<file path="src/design/hti_pkg.sv">
package hti_pkg;

    localparam int unsigned HASH_W       = 32;
    localparam int unsigned INDEX_W      = 16;
    localparam int unsigned POS_W        = 10;
    localparam int unsigned COUNT_W      = 11;
    localparam int unsigned CFG_INDEX_W  = 8;
    localparam int unsigned CFG_DATA_W   = 16;

    localparam logic [HASH_W-1:0]  FNV_BASIS    = 32'd2166136261;
    localparam logic [INDEX_W-1:0] VOCAB_RESET  = 16'd20000;
    localparam logic [COUNT_W-1:0] MAXTOK_RESET = 11'd1000;
    localparam logic [COUNT_W-1:0] MAXTOK_CAP   = 11'd1024;

    localparam logic [CFG_INDEX_W-1:0] REG_VOCAB      = 8'd0;
    localparam logic [CFG_INDEX_W-1:0] REG_MAX_TOKENS = 8'd1;

    localparam int unsigned BITS_PER_CYCLE = 4;
    localparam int unsigned DIV_CYCLES     = HASH_W / BITS_PER_CYCLE;
    localparam int unsigned STEP_W         = $clog2(DIV_CYCLES);

    localparam int unsigned QUEUE_DEPTH = 4;
    localparam int unsigned QPTR_W      = $clog2(QUEUE_DEPTH);

    typedef struct packed {
        logic [7:0] text_byte;
        logic       end_of_text;
    } hti_in_t;

    typedef struct packed {
        logic               token_valid;
        logic [INDEX_W-1:0] token_index;
        logic [POS_W-1:0]   position;
        logic               end_of_sequence;
        logic [COUNT_W-1:0] token_count;
    } hti_out_t;

    typedef struct packed {
        logic               token_valid;
        logic [HASH_W-1:0]  hash;
        logic [POS_W-1:0]   position;
        logic               end_of_sequence;
        logic [COUNT_W-1:0] token_count;
    } hti_job_t;

    // multiply by 16777619 = 2^24 + 0x193, modulo 2^32
    function automatic logic [HASH_W-1:0] fnv_mul(input logic [HASH_W-1:0] x);
        fnv_mul = (x << 24) + (x << 8) + (x << 7) + (x << 4) + (x << 1) + x;
    endfunction

    function automatic logic is_space(input logic [7:0] b);
        is_space = (b == 8'h20) || ((b >= 8'h09) && (b <= 8'h0D));
    endfunction

endpackage

</file>
<file path="src/design/hti_front.sv">
module hti_front (
    input  logic                          aclk,
    input  logic                          aresetn,
    input  logic [hti_pkg::COUNT_W-1:0]   limit,
    input  logic                          s_valid,
    output logic                          s_ready,
    input  hti_pkg::hti_in_t              s_data,
    output logic                          push,
    output hti_pkg::hti_job_t             push_job,
    input  logic                          queue_full
);
    import hti_pkg::*;

    logic [HASH_W-1:0]  hash_reg, hash_next;
    logic               inside_reg, inside_next;
    logic [COUNT_W-1:0] words_reg, words_next;

    logic              accept;
    logic              space;
    logic              last;
    logic [HASH_W-1:0] hash_base;
    logic [HASH_W-1:0] hash_new;
    logic [HASH_W-1:0] word_hash;
    logic              word_done;
    logic              emit;

    assign s_ready = !queue_full;
    assign accept  = s_valid && s_ready;
    assign space   = is_space(s_data.text_byte);
    assign last    = s_data.end_of_text;

    always_comb begin
        hash_base = inside_reg ? hash_reg : FNV_BASIS;
        hash_new  = fnv_mul(hash_base ^ {24'd0, s_data.text_byte});
        word_hash = space ? hash_reg : hash_new;
        word_done = (!space && last) || (space && inside_reg);
        emit      = word_done && (words_reg < limit);

        push                     = accept && (emit || last);
        push_job.token_valid     = emit;
        push_job.hash            = word_hash;
        push_job.position        = emit ? words_reg[POS_W-1:0] : '0;
        push_job.end_of_sequence = last;
        push_job.token_count     = emit ? words_reg + COUNT_W'(1) : words_reg;

        hash_next   = hash_reg;
        inside_next = inside_reg;
        words_next  = words_reg;
        if (accept) begin
            if (last) begin
                hash_next   = FNV_BASIS;
                inside_next = 1'b0;
                words_next  = '0;
            end else if (!space) begin
                hash_next   = hash_new;
                inside_next = 1'b1;
            end else begin
                hash_next   = FNV_BASIS;
                inside_next = 1'b0;
                if (emit) begin
                    words_next = words_reg + COUNT_W'(1);
                end
            end
        end
    end

    always_ff @(posedge aclk) begin
        if (!aresetn) begin
            hash_reg   <= FNV_BASIS;
            inside_reg <= 1'b0;
            words_reg  <= '0;
        end else begin
            hash_reg   <= hash_next;
            inside_reg <= inside_next;
            words_reg  <= words_next;
        end
    end

endmodule

</file>
<file path="src/design/hti_queue.sv">
module hti_queue (
    input  logic               aclk,
    input  logic               aresetn,
    input  logic               push,
    input  hti_pkg::hti_job_t  push_job,
    output logic               full,
    input  logic               pop,
    output logic               pop_valid,
    output hti_pkg::hti_job_t  pop_job
);
    import hti_pkg::*;

    hti_job_t            slots [QUEUE_DEPTH];
    logic [QPTR_W-1:0]   wr_ptr_reg, wr_ptr_next;
    logic [QPTR_W-1:0]   rd_ptr_reg, rd_ptr_next;
    logic [QPTR_W:0]     fill_reg, fill_next;

    assign full      = (fill_reg == (QPTR_W+1)'(QUEUE_DEPTH));
    assign pop_valid = (fill_reg != '0);
    assign pop_job   = slots[rd_ptr_reg];

    always_comb begin
        wr_ptr_next = push ? wr_ptr_reg + QPTR_W'(1) : wr_ptr_reg;
        rd_ptr_next = pop ? rd_ptr_reg + QPTR_W'(1) : rd_ptr_reg;
        fill_next   = fill_reg + (QPTR_W+1)'(push) - (QPTR_W+1)'(pop);
    end

    always_ff @(posedge aclk) begin
        if (!aresetn) begin
            wr_ptr_reg <= '0;
            rd_ptr_reg <= '0;
            fill_reg   <= '0;
        end else begin
            wr_ptr_reg <= wr_ptr_next;
            rd_ptr_reg <= rd_ptr_next;
            fill_reg   <= fill_next;
        end
    end

    always_ff @(posedge aclk) begin
        if (push) begin
            slots[wr_ptr_reg] <= push_job;
        end
    end

endmodule

</file>
<file path="src/design/hti_back.sv">
module hti_back (
    input  logic                          aclk,
    input  logic                          aresetn,
    input  logic [hti_pkg::INDEX_W-1:0]   modulus,
    input  logic                          job_valid,
    input  hti_pkg::hti_job_t             job,
    output logic                          pop,
    output logic                          m_valid,
    input  logic                          m_ready,
    output hti_pkg::hti_out_t             m_data
);
    import hti_pkg::*;

    localparam logic [1:0] ST_IDLE = 2'd0;
    localparam logic [1:0] ST_DIV  = 2'd1;
    localparam logic [1:0] ST_FIN  = 2'd2;

    logic [1:0]         state_reg, state_next;
    logic [STEP_W-1:0]  step_reg, step_next;
    logic               out_valid_reg, out_valid_next;
    logic               out_load;
    hti_out_t           out_reg, out_next;
    hti_job_t           meta_reg;
    logic [INDEX_W-1:0] rem_reg, rem_new;
    logic [HASH_W-1:0]  dvd_reg, dvd_new;

    logic               out_free;
    logic               last_step;
    logic [INDEX_W:0]   trial;
    logic [INDEX_W-1:0] r;
    logic [HASH_W-1:0]  d;

    assign out_free  = !out_valid_reg || m_ready;
    assign last_step = (step_reg == STEP_W'(DIV_CYCLES - 1));
    assign m_valid   = out_valid_reg;
    assign m_data    = out_reg;

    // restoring remainder, several quotient bits per cycle
    always_comb begin
        r = rem_reg;
        d = dvd_reg;
        for (int i = 0; i < BITS_PER_CYCLE; i++) begin
            trial = {r, d[HASH_W-1]};
            d     = d << 1;
            if (trial >= {1'b0, modulus}) begin
                trial = trial - {1'b0, modulus};
            end
            r = trial[INDEX_W-1:0];
        end
        rem_new = r;
        dvd_new = d;
    end

    always_comb begin
        state_next = state_reg;
        step_next  = step_reg;
        pop        = 1'b0;
        out_load   = 1'b0;
        out_next   = out_reg;
        unique case (state_reg)
            ST_IDLE: begin
                if (job_valid && (job.token_valid || out_free)) begin
                    pop = 1'b1;
                    if (job.token_valid) begin
                        state_next = ST_DIV;
                        step_next  = '0;
                    end else begin
                        out_load                 = 1'b1;
                        out_next.token_valid     = 1'b0;
                        out_next.token_index     = '0;
                        out_next.position        = '0;
                        out_next.end_of_sequence = job.end_of_sequence;
                        out_next.token_count     = job.token_count;
                    end
                end
            end
            ST_DIV: begin
                step_next = step_reg + STEP_W'(1);
                if (last_step) begin
                    if (out_free) begin
                        out_load   = 1'b1;
                        state_next = ST_IDLE;
                    end else begin
                        state_next = ST_FIN;
                    end
                end
                out_next.token_valid     = 1'b1;
                out_next.token_index     = rem_new + INDEX_W'(1);
                out_next.position        = meta_reg.position;
                out_next.end_of_sequence = meta_reg.end_of_sequence;
                out_next.token_count     = meta_reg.token_count;
            end
            ST_FIN: begin
                if (out_free) begin
                    out_load   = 1'b1;
                    state_next = ST_IDLE;
                end
                out_next.token_valid     = 1'b1;
                out_next.token_index     = rem_reg + INDEX_W'(1);
                out_next.position        = meta_reg.position;
                out_next.end_of_sequence = meta_reg.end_of_sequence;
                out_next.token_count     = meta_reg.token_count;
            end
            default: begin
                state_next = ST_IDLE;
            end
        endcase
        out_valid_next = out_load ? 1'b1 : (out_valid_reg && !m_ready);
    end

    always_ff @(posedge aclk) begin
        if (!aresetn) begin
            state_reg     <= ST_IDLE;
            step_reg      <= '0;
            out_valid_reg <= 1'b0;
        end else begin
            state_reg     <= state_next;
            step_reg      <= step_next;
            out_valid_reg <= out_valid_next;
        end
    end

    always_ff @(posedge aclk) begin
        if (out_load) begin
            out_reg <= out_next;
        end
        if (pop) begin
            meta_reg <= job;
            dvd_reg  <= job.hash;
            rem_reg  <= '0;
        end else if (state_reg == ST_DIV) begin
            dvd_reg <= dvd_new;
            rem_reg <= rem_new;
        end
    end

endmodule

</file>
<file path="src/design/hashed_token_indexer.sv">
// Word tokenizer with 32-bit FNV-1a feature hashing. Text enters one byte per
// beat on s_*, end_of_text set on the final byte. Each finished word gives one
// m_* beat with its index (hash mod (vocabulary size - 1)) + 1, its position and
// the running count; the final byte always gives a beat with end_of_sequence set,
// merged with the last word when that word ends there. Words past max_tokens
// are dropped. The front takes one byte per cycle while its 4-entry queue has
// room; the back computes each index in a remainder unit that resolves 4 bits
// per cycle, and takes the next word from the queue only once the last index
// is loaded into the output register; a bare end mark needs no division.
// Registers on cfg_*: index 0 vocabulary size (reset 20000), index 1 max_tokens
// (reset 1000); write them only while the block is idle.
module hashed_token_indexer (
    input  logic                              aclk,
    input  logic                              aresetn,
    input  logic                              s_valid,
    output logic                              s_ready,
    input  hti_pkg::hti_in_t                  s_data,
    output logic                              m_valid,
    input  logic                              m_ready,
    output hti_pkg::hti_out_t                 m_data,
    input  logic                              cfg_valid,
    output logic                              cfg_ready,
    input  logic [hti_pkg::CFG_INDEX_W-1:0]   cfg_index,
    input  logic [hti_pkg::CFG_DATA_W-1:0]    cfg_data
);
    import hti_pkg::*;

    logic [INDEX_W-1:0] vocab_reg;
    logic [COUNT_W-1:0] maxtok_reg;
    logic [INDEX_W-1:0] modulus;
    logic [COUNT_W-1:0] limit;

    logic     push;
    hti_job_t push_job;
    logic     queue_full;
    logic     pop;
    logic     pop_valid;
    hti_job_t pop_job;

    assign cfg_ready = 1'b1;
    assign modulus   = (vocab_reg < INDEX_W'(2)) ? INDEX_W'(1) : vocab_reg - INDEX_W'(1);
    assign limit     = (maxtok_reg > MAXTOK_CAP) ? MAXTOK_CAP : maxtok_reg;

    always_ff @(posedge aclk) begin
        if (!aresetn) begin
            vocab_reg  <= VOCAB_RESET;
            maxtok_reg <= MAXTOK_RESET;
        end else if (cfg_valid && cfg_ready) begin
            if (cfg_index == REG_VOCAB) begin
                vocab_reg <= cfg_data[INDEX_W-1:0];
            end else if (cfg_index == REG_MAX_TOKENS) begin
                maxtok_reg <= cfg_data[COUNT_W-1:0];
            end
        end
    end

    hti_front u_front (
        .aclk       (aclk),
        .aresetn    (aresetn),
        .limit      (limit),
        .s_valid    (s_valid),
        .s_ready    (s_ready),
        .s_data     (s_data),
        .push       (push),
        .push_job   (push_job),
        .queue_full (queue_full)
    );

    hti_queue u_queue (
        .aclk      (aclk),
        .aresetn   (aresetn),
        .push      (push),
        .push_job  (push_job),
        .full      (queue_full),
        .pop       (pop),
        .pop_valid (pop_valid),
        .pop_job   (pop_job)
    );

    hti_back u_back (
        .aclk      (aclk),
        .aresetn   (aresetn),
        .modulus   (modulus),
        .job_valid (pop_valid),
        .job       (pop_job),
        .pop       (pop),
        .m_valid   (m_valid),
        .m_ready   (m_ready),
        .m_data    (m_data)
    );

endmodule

</file>
<file path="config.mk">
export PLATFORM = sky130hd
export DESIGN_NAME = hashed_token_indexer
export DESIGN_NICKNAME = d
export VERILOG_FILES = /design/src/design/hti_pkg.sv /design/src/design/hti_front.sv /design/src/design/hti_queue.sv /design/src/design/hti_back.sv /design/src/design/hashed_token_indexer.sv
export SDC_FILE = /design/constraint.sdc
export NUM_CORES = 1
export LEC_CHECK = 0
export ABC_AREA = 1
export BUFFER_PORTS_ARGS = -buffer_cell sky130_fd_sc_hd__buf_2
export CAP_MARGIN = 20
export CORE_MARGIN = 2
export CORE_UTILIZATION = 70
export CTS_BUF_LIST = sky130_fd_sc_hd__clkbuf_4
export DETAILED_ROUTE_END_ITERATION = 10
export PLACE_DENSITY = 0.88
export SETUP_SLACK_MARGIN = 0.02
export SLEW_MARGIN = 20
export SYNTH_ARGS = -nofsm -noshare
export SYNTH_HDL_FRONTEND = slang
export SYNTH_SLANG_ARGS = --single-unit
</file>
<file path="constraint.sdc">
create_clock -name aclk -period 14.5 [get_ports aclk]
set_clock_uncertainty 0.1 [all_clocks]
set_input_delay 4.35 -clock aclk [delete_from_list [all_inputs] [get_ports aclk]]
set_output_delay 4.35 -clock aclk [all_outputs]
set_load 0.03 [all_outputs]
</file>
# After elaboration in Yosys (flattened, before gate mapping)
# Memories as Yosys holds them, arrays and structs flattened. A register that Yosys moved wholly into a read port is not among the register bits.
# Index checks and enable logic that the tools add are counted.
# word_totals
reg_bits,193
ramBits,220
inputBits,38
output_inout_bits,42
wordCells,134
memories,1
# mem_list
memory,depth,word_bits,read_ports,rd_ports_with_merged_regs,write_ports,line_no,rtl
u_queue.slots,4,55,1,1,1,hti_queue.sv:13,hti_job_t slots [QUEUE_DEPTH];
# op_classes
addsub,18
magnitude_cmp,9
n_eq_ne,11
n_mux,42
n_bitwise,2
n_reduce_logical,30
# ops
cell,n
32-bit 2-to-1 mux,6
32-bit adder,5
39-bit case mux with 3 select lines,1
16-bit 2-to-1 mux,5
39-bit 2-to-1 mux,2
17-bit by 16-bit >= comparator with 1-bit output,4
16-bit subtractor,4
11-bit 2-to-1 mux,4
16-bit by 1-bit adder with 16-bit output (second input constant),2
32-bit by 8-bit XOR with 32-bit output,1
16-bit by 2-bit less-than comparator with 1-bit output (second input constant),1
16-bit by 1-bit subtractor with 16-bit output (second input constant),1
2-bit 2-to-1 mux,7
11-bit by 1-bit adder with 11-bit output (second input constant),1
11-bit greater-than comparator (second input constant),1
11-bit less-than comparator,1
1-bit 2-to-1 mux,11
10-bit 2-to-1 mux,1
8-bit by 1-bit == test with 1-bit output (second input constant),1
8-bit by 6-bit == test with 1-bit output (second input constant),1
8-bit by 4-bit >= comparator with 1-bit output (second input constant),1
8-bit by 4-bit <= comparator with 1-bit output (second input constant),1
1-bit logical AND,8
8-bit logical NOT,1
22 further kinds,41

# Depth between registers and ports, before layout
# logic_depth
ltp_word,12
depth_mapped,74

# Hierarchy
# Synthesis repeated with hierarchy kept, for this count alone.
# unflattened
cells_unflattened,3342
hier_area_um2,27212.3
# modules_own_cells
module,n_inst,cells_per_inst,area_each_um2,seq_area_each_um2
hti_back,1,1244,9116.2,3233.1
hti_queue,1,696,9026.2,6786.5
hti_front,1,1113,7383.3,880.8
hashed_token_indexer,1,289,1686.6,540.5

# Worst setup path after synthesis
# OpenSTA, ideal clock, no wires.
# synth_timing
path_type,in2reg
from,input port s_data[3] in the netlist's numbering
to,memory u_queue.slots[0][0] in the netlist's numbering (enable)
setup_ns,0.468
arrival_ns,8.326
required_time_ns,13.932
slack_ns,5.606
path_stages,10
n_path_buf,1
cell_sequence,nor3_1 -> nand2_1 -> a2111oi_0 -> nand2_1 -> o21ai_0 -> nand2_1 -> clkbuf_1 -> a21oi_1 -> inv_1 -> nor2_1
# synth_via
elab_chain_cells,11
# synth_rtl
element,line_no,rtl
start: declaration,hashed_token_indexer.sv:17,"input hti_pkg::hti_in_t s_data,"
8-bit by 4-bit >= comparator with 1-bit output or 8-bit by 4-bit <= comparator with 1-bit output (tied branches),hti_pkg.sv:52,is_space = (b == 8'h20) || ((b >= 8'h09) && (b <= 8'h0D));
1-bit logical AND,hti_pkg.sv:52,
1-bit logical OR *,hti_pkg.sv:52,
1-bit logical NOT,hti_front.sv:36,word_done = (!space && last) || (space && inside_reg);
1-bit logical AND,hti_front.sv:36,
1-bit logical OR *,hti_front.sv:36,
1-bit logical AND *,hti_front.sv:37,emit = word_done && (words_reg < limit);
1-bit logical OR *,hti_front.sv:39,push = accept && (emit || last);
1-bit logical AND *,hti_front.sv:39,
via push,hashed_token_indexer.sv:33,logic push;
1-bit 2-to-1 mux *,hti_queue.sv:41,if (push) begin
1-bit 2-to-1 mux (not written as such) *,hti_queue.sv:42,slots[wr_ptr_reg] <= push_job;
end: declaration,hti_queue.sv:13,
# The timed path passes the listed nets; every way through them passes the cells marked *.

# Worst setup path in the final report
# layout_timing
from,register vocab_reg[0]
to,"register u_back.out_reg, in the netlist u_back.m_data[30], data pin"
# layout_via
elab_chain_cells,12
# layout_rtl
element,line_no,rtl
start: declaration,hashed_token_indexer.sv:28,logic [INDEX_W-1:0] vocab_reg;
start signal: assignment,hashed_token_indexer.sv:50,vocab_reg <= cfg_data[INDEX_W-1:0];
16-bit by 1-bit subtractor with 16-bit output or 16-bit by 2-bit less-than comparator with 1-bit output (tied branches),hashed_token_indexer.sv:41,assign modulus = (vocab_reg < INDEX_W'(2)) ? INDEX_W'(1) : vocab_reg - INDEX_W'(1);
16-bit 2-to-1 mux *,hashed_token_indexer.sv:41,
16-bit subtractor or 17-bit by 16-bit >= comparator with 1-bit output (tied branches),"hti_back.sv:46, hti_back.sv:45",
16-bit 2-to-1 mux,hti_back.sv:45,"if (trial >= {1'b0, modulus}) begin"
16-bit subtractor or 17-bit by 16-bit >= comparator with 1-bit output (tied branches),"hti_back.sv:46, hti_back.sv:45",
16-bit 2-to-1 mux,hti_back.sv:45,
16-bit subtractor or 17-bit by 16-bit >= comparator with 1-bit output (tied branches),"hti_back.sv:46, hti_back.sv:45",
16-bit 2-to-1 mux,hti_back.sv:45,
16-bit subtractor or 17-bit by 16-bit >= comparator with 1-bit output (tied branches),"hti_back.sv:46, hti_back.sv:45",
16-bit 2-to-1 mux *,hti_back.sv:45,
16-bit by 1-bit adder with 16-bit output *,hti_back.sv:88,out_next.token_index = rem_new + INDEX_W'(1);
39-bit case mux with 3 select lines *,hti_back.sv:60,unique case (state_reg)
end signal: assignment,hti_back.sv:125,out_reg <= out_next;
end: declaration,hti_back.sv:22,"hti_out_t out_reg, out_next;"
# Mark *: on every way between the ends. The rest lies on a longest branch, timed or not.
# A chain may end at the register's enable or synchronous reset.

==> out/results.txt <==
The run finished, with violations left. The final reports fail on DRC. Kind of critical path: reg2reg. The tools report the total count of max-transition violations in the final report as 0. Setup repair after global routing left no endpoint under its margin. The logs give 89.8 MHz for the highest clock rate and 3360 ps for the slack of the worst reg-to-reg path.

The Yosys step of the flow raised 0 warnings. The count of antenna-violating nets left after detailed routing is 0. The HPWL after detailed placement is 50000 µm. The logs give 2851 for the number of instances in the synthesized netlist and 37.8% for the overall routing resource usage. The floorplan die height was 194 µm. The tools report the total area of multi-input combinational cells as 12300 µm². Of all flip-flops after synthesis, the portion carrying an async set or reset was 0%. For the aggregate negative setup slack, the log shows 0 ps. The critical path startpoint category was a flop. The highest metal layer carrying signal wires in the routed design is met4. The first global-routing pass estimated 111000 µm of wire.

The routed layout has 21379 vias. Yosys mapped the design onto 59 distinct sky130hd cell types. The standard cell core area is 35600 µm². The min-delay analysis places its worst path in the category reg2reg.

Measured along the x axis, the die boundary spans 194 µm. The number of flops mapped to enable cells by yosys is 313, and the time the worst path needs with I/O delays and setup is 11140 ps. For the total count of hold-check failures in the final report, the log shows 0. In the final routed layout, each cell accounts on average for 20.4 µm. The run gives 45.3% as the part of the Yosys area used for sequential elements. The delay of the slowest cell on the worst path was 450 ps. The first-pass iteration count of the detailed router is 10, and the sequential cell area is 11400 µm².

The largest individual stage delay along the critical path comes from the cell sky130_fd_sc_hd__a21oi_4. The primary flip-flop cell chosen by synthesis mapping is sky130_fd_sc_hd__edfxtp_1. For the worst-skew pair, the clock arrives at the later sink with an insertion delay of 820 ps. The layout overhead on the synthesized area is 7.92%. After floorplanning, the core was divided into 69 placement rows.

Number of nets in the synthesized netlist: 3123. Of all nets on the critical path, the largest fanout is 27. For the number of H-tree branching levels, the log shows 3. 80 I/O pins were placed. After the last flow step, the layout net total stands at 3224.

The congestion estimate from routability-driven global placement came to 0.996. Once the clock tree was built, the setup fixing pass inserted 0 buffers. The tree is rooted in a sky130_fd_sc_hd__clkbuf_4. The effective utilization at floorplan came out at 71.0%. Entering global routing, the biggest net connects 109 pins.

The amount of wire on met3 after detailed routing is 6220 µm. After clock tree synthesis, the flow added hold-fix buffers numbering 0. For this run the aggregate overflow at the end of global routing stands at 0. The tools report the number of max-cap violations as 0. Ranked by flip-flop count, first place goes to u_queue.slots.

The tools report the total wire length after detailed routing as 71200 µm. Counting along the longest clock path gives a buffer depth of 3. The endpoint kind of the worst setup timing path was a flop. The tools report the layout filler cell count as 2320. For the worst setup path, the data arrival time is 11570 ps.

For the met1 wire length, the log shows 25400 µm. Grouping stages by cell kind, the critical path spends the most delay in simple AND/OR/NAND/NOR gates. The register with the most flip-flops in the layout has 220 of them.

Buffer and inverter count on the worst path: 7. For the number of CTS-inserted buffers, the log shows 99. The number of global-route vias before repair was 21431; the met2 wire length was 34900 µm. The tools report the violation count after the first detailed-routing iteration as 2392. The number of remaining DRC errors was 1. The fraction of final layout cells with drive strength greater than 1 is 11.6%.

Gates resized during post-CTS repair numbered 0. Measured against its own limit, the worst slew margin works out to 25.0%. Counting every sink on the clock net gives 415. TritonCTS built the clock tree. The flop and latch count out of synthesis was 415. The full die area was 37600 µm². The average instance in the mapped netlist occupies 8.86 µm². The register clock-pin slew on the reported worst setup and hold paths was 70 ps; the cell area after synthesis was 25300 µm². After layout, the worst path uses 76.8% of the clock period. Setup violations remaining at the end of the flow were counted as 0. The most numerous cell on the critical path was sky130_fd_sc_hd__nand2_1. Data on the critical path is required at its endpoint by 14930 ps. Using the TritonRoute via totals, the vias-per-cell ratio works out to 6.11. The slew at the pin with the worst max-slew slack was 1120 ps; the number of antenna violations at the first check in global routing was 2. The port buffer count came out at 78.
[per-layer routing]
layer	GRT usage, %	vias up
met5	0	-
met4	23.8	0
li1	-	9806
met2	65.2	1347
met3	6.12	312
met1	44.1	9914
[final cells by class]
type | instances | area share [%]
Clock inverter | 33 | 0.532
Multi-Input combinational cell | 2042 | 45.1
Inverter | 298 | 4.12
Clock buffer | 152 | 4.19
Tap cell | 461 | 2.12
Antenna cell | 2 | 0.0184
Sequential cell | 415 | 42.0
Timing Repair Buffer | 96 | 1.93
[synthesized netlist by cell type, types with 4 or more instances]
| cell | count | area share [%] |
|---|---|---|
| sky130_fd_sc_hd__ha_1 | 148 | 7.3 |
| sky130_fd_sc_hd__buf_4 | 4 | 0.12 |
| sky130_fd_sc_hd__edfxtp_1 | 313 | 37 |
| sky130_fd_sc_hd__or2_2 | 18 | 0.45 |
| sky130_fd_sc_hd__nand3_2 | 12 | 0.48 |
| sky130_fd_sc_hd__o22ai_1 | 63 | 1.6 |
| sky130_fd_sc_hd__a21o_1 | 6 | 0.18 |
| sky130_fd_sc_hd__o211ai_1 | 8 | 0.24 |
| sky130_fd_sc_hd__a31oi_1 | 7 | 0.17 |
| sky130_fd_sc_hd__o21ai_0 | 218 | 4.3 |
| sky130_fd_sc_hd__a211oi_1 | 6 | 0.18 |
| sky130_fd_sc_hd__nor2_2 | 11 | 0.27 |
| sky130_fd_sc_hd__nand4_1 | 16 | 0.40 |
| sky130_fd_sc_hd__nand3_1 | 139 | 2.8 |
| sky130_fd_sc_hd__buf_6 | 7 | 0.31 |
| sky130_fd_sc_hd__clkbuf_1 | 80 | 1.2 |
| sky130_fd_sc_hd__dfxtp_1 | 102 | 8.1 |
| sky130_fd_sc_hd__nor2_1 | 268 | 4.0 |
| sky130_fd_sc_hd__inv_2 | 7 | 0.10 |
| sky130_fd_sc_hd__inv_1 | 282 | 4.2 |
| sky130_fd_sc_hd__nand2_2 | 18 | 0.45 |
| sky130_fd_sc_hd__o21ai_1 | 9 | 0.18 |
| sky130_fd_sc_hd__o21a_1 | 6 | 0.18 |
| sky130_fd_sc_hd__nand2_1 | 702 | 10 |
| sky130_fd_sc_hd__fa_1 | 86 | 6.8 |
| sky130_fd_sc_hd__o21bai_1 | 7 | 0.21 |
| sky130_fd_sc_hd__xor2_1 | 65 | 2.3 |
| sky130_fd_sc_hd__clkinv_1 | 8 | 0.12 |
| sky130_fd_sc_hd__a21oi_1 | 151 | 3.0 |
| sky130_fd_sc_hd__xnor2_1 | 22 | 0.76 |
| sky130_fd_sc_hd__nor3_1 | 12 | 0.24 |
| sky130_fd_sc_hd__nand3b_1 | 4 | 0.12 |
| sky130_fd_sc_hd__nor4_1 | 6 | 0.15 |
[kinds of logic after synthesis]
kind of cell / synth area share, %
adder cells (fa/ha/maj): 14.1
AND/OR/NAND/NOR: 20.4
XOR/XNOR: 3.02
other: 0.0148
buffers and inverters: 6.20
AO/OA/AOI/OAI: 10.9
flip-flops: 45.3
[metrics by stage]
step           cell area, µm²  hold slack (ps)  cells  setup slack (ps)  utilization [%]
4_1_cts                 27300              364   3497              3620             76.6
5_1_grt                 27300              398   3499              2310             76.6
6_report                27300              365   3499              3360             76.6
3_5_place_dp            26000              368   3312              3740             73.0
2_1_floorplan           25300              329   2851              5610                -
3_3_place_gp            26000              341   3312              4160             73.0
[cells in the final DEF (no fill, tap or decap), drive strengths merged, types with 2 or more instances in the layout]
cell type	netlist	routed
nand2	724	724
edfxtp	313	313
inv	289	291
nor2	282	282
o21ai	227	227
a21oi	154	154
nand3	154	154
clkbuf	80	152
ha	148	148
dfxtp	102	102
buf	16	96
fa	86	86
xor2	65	65
o22ai	63	63
clkinv	9	37
xnor2	22	22
or2	18	18
nand4	16	16
nor3	13	13
o211ai	9	9
a31oi	7	7
o21bai	7	7
nor4	6	6
a211oi	6	6
a21o	6	6
o21a	6	6
nand3b	4	4
a31o	3	3
clkinvlp	0	3
diode	0	2
and2	2	2
a21boi	2	2
o221ai	2	2
a22oi	2	2
[path summary, 6_finish.rpt]
check,startpoint,endpoint,depth (start not counted)
worst max register to register,vocab_reg[0],u_back.m_data[30],61
worst min-delay path,u_queue.rd_ptr_reg[1],flop,1
worst max-delay path,vocab_reg[0],u_back.m_data[30],61
worst min register to register,u_queue.rd_ptr_reg[1],flop,1
Power is not shown: default switching activity piles up to over one toggle a cycle in this logic, so the estimate is an artifact.
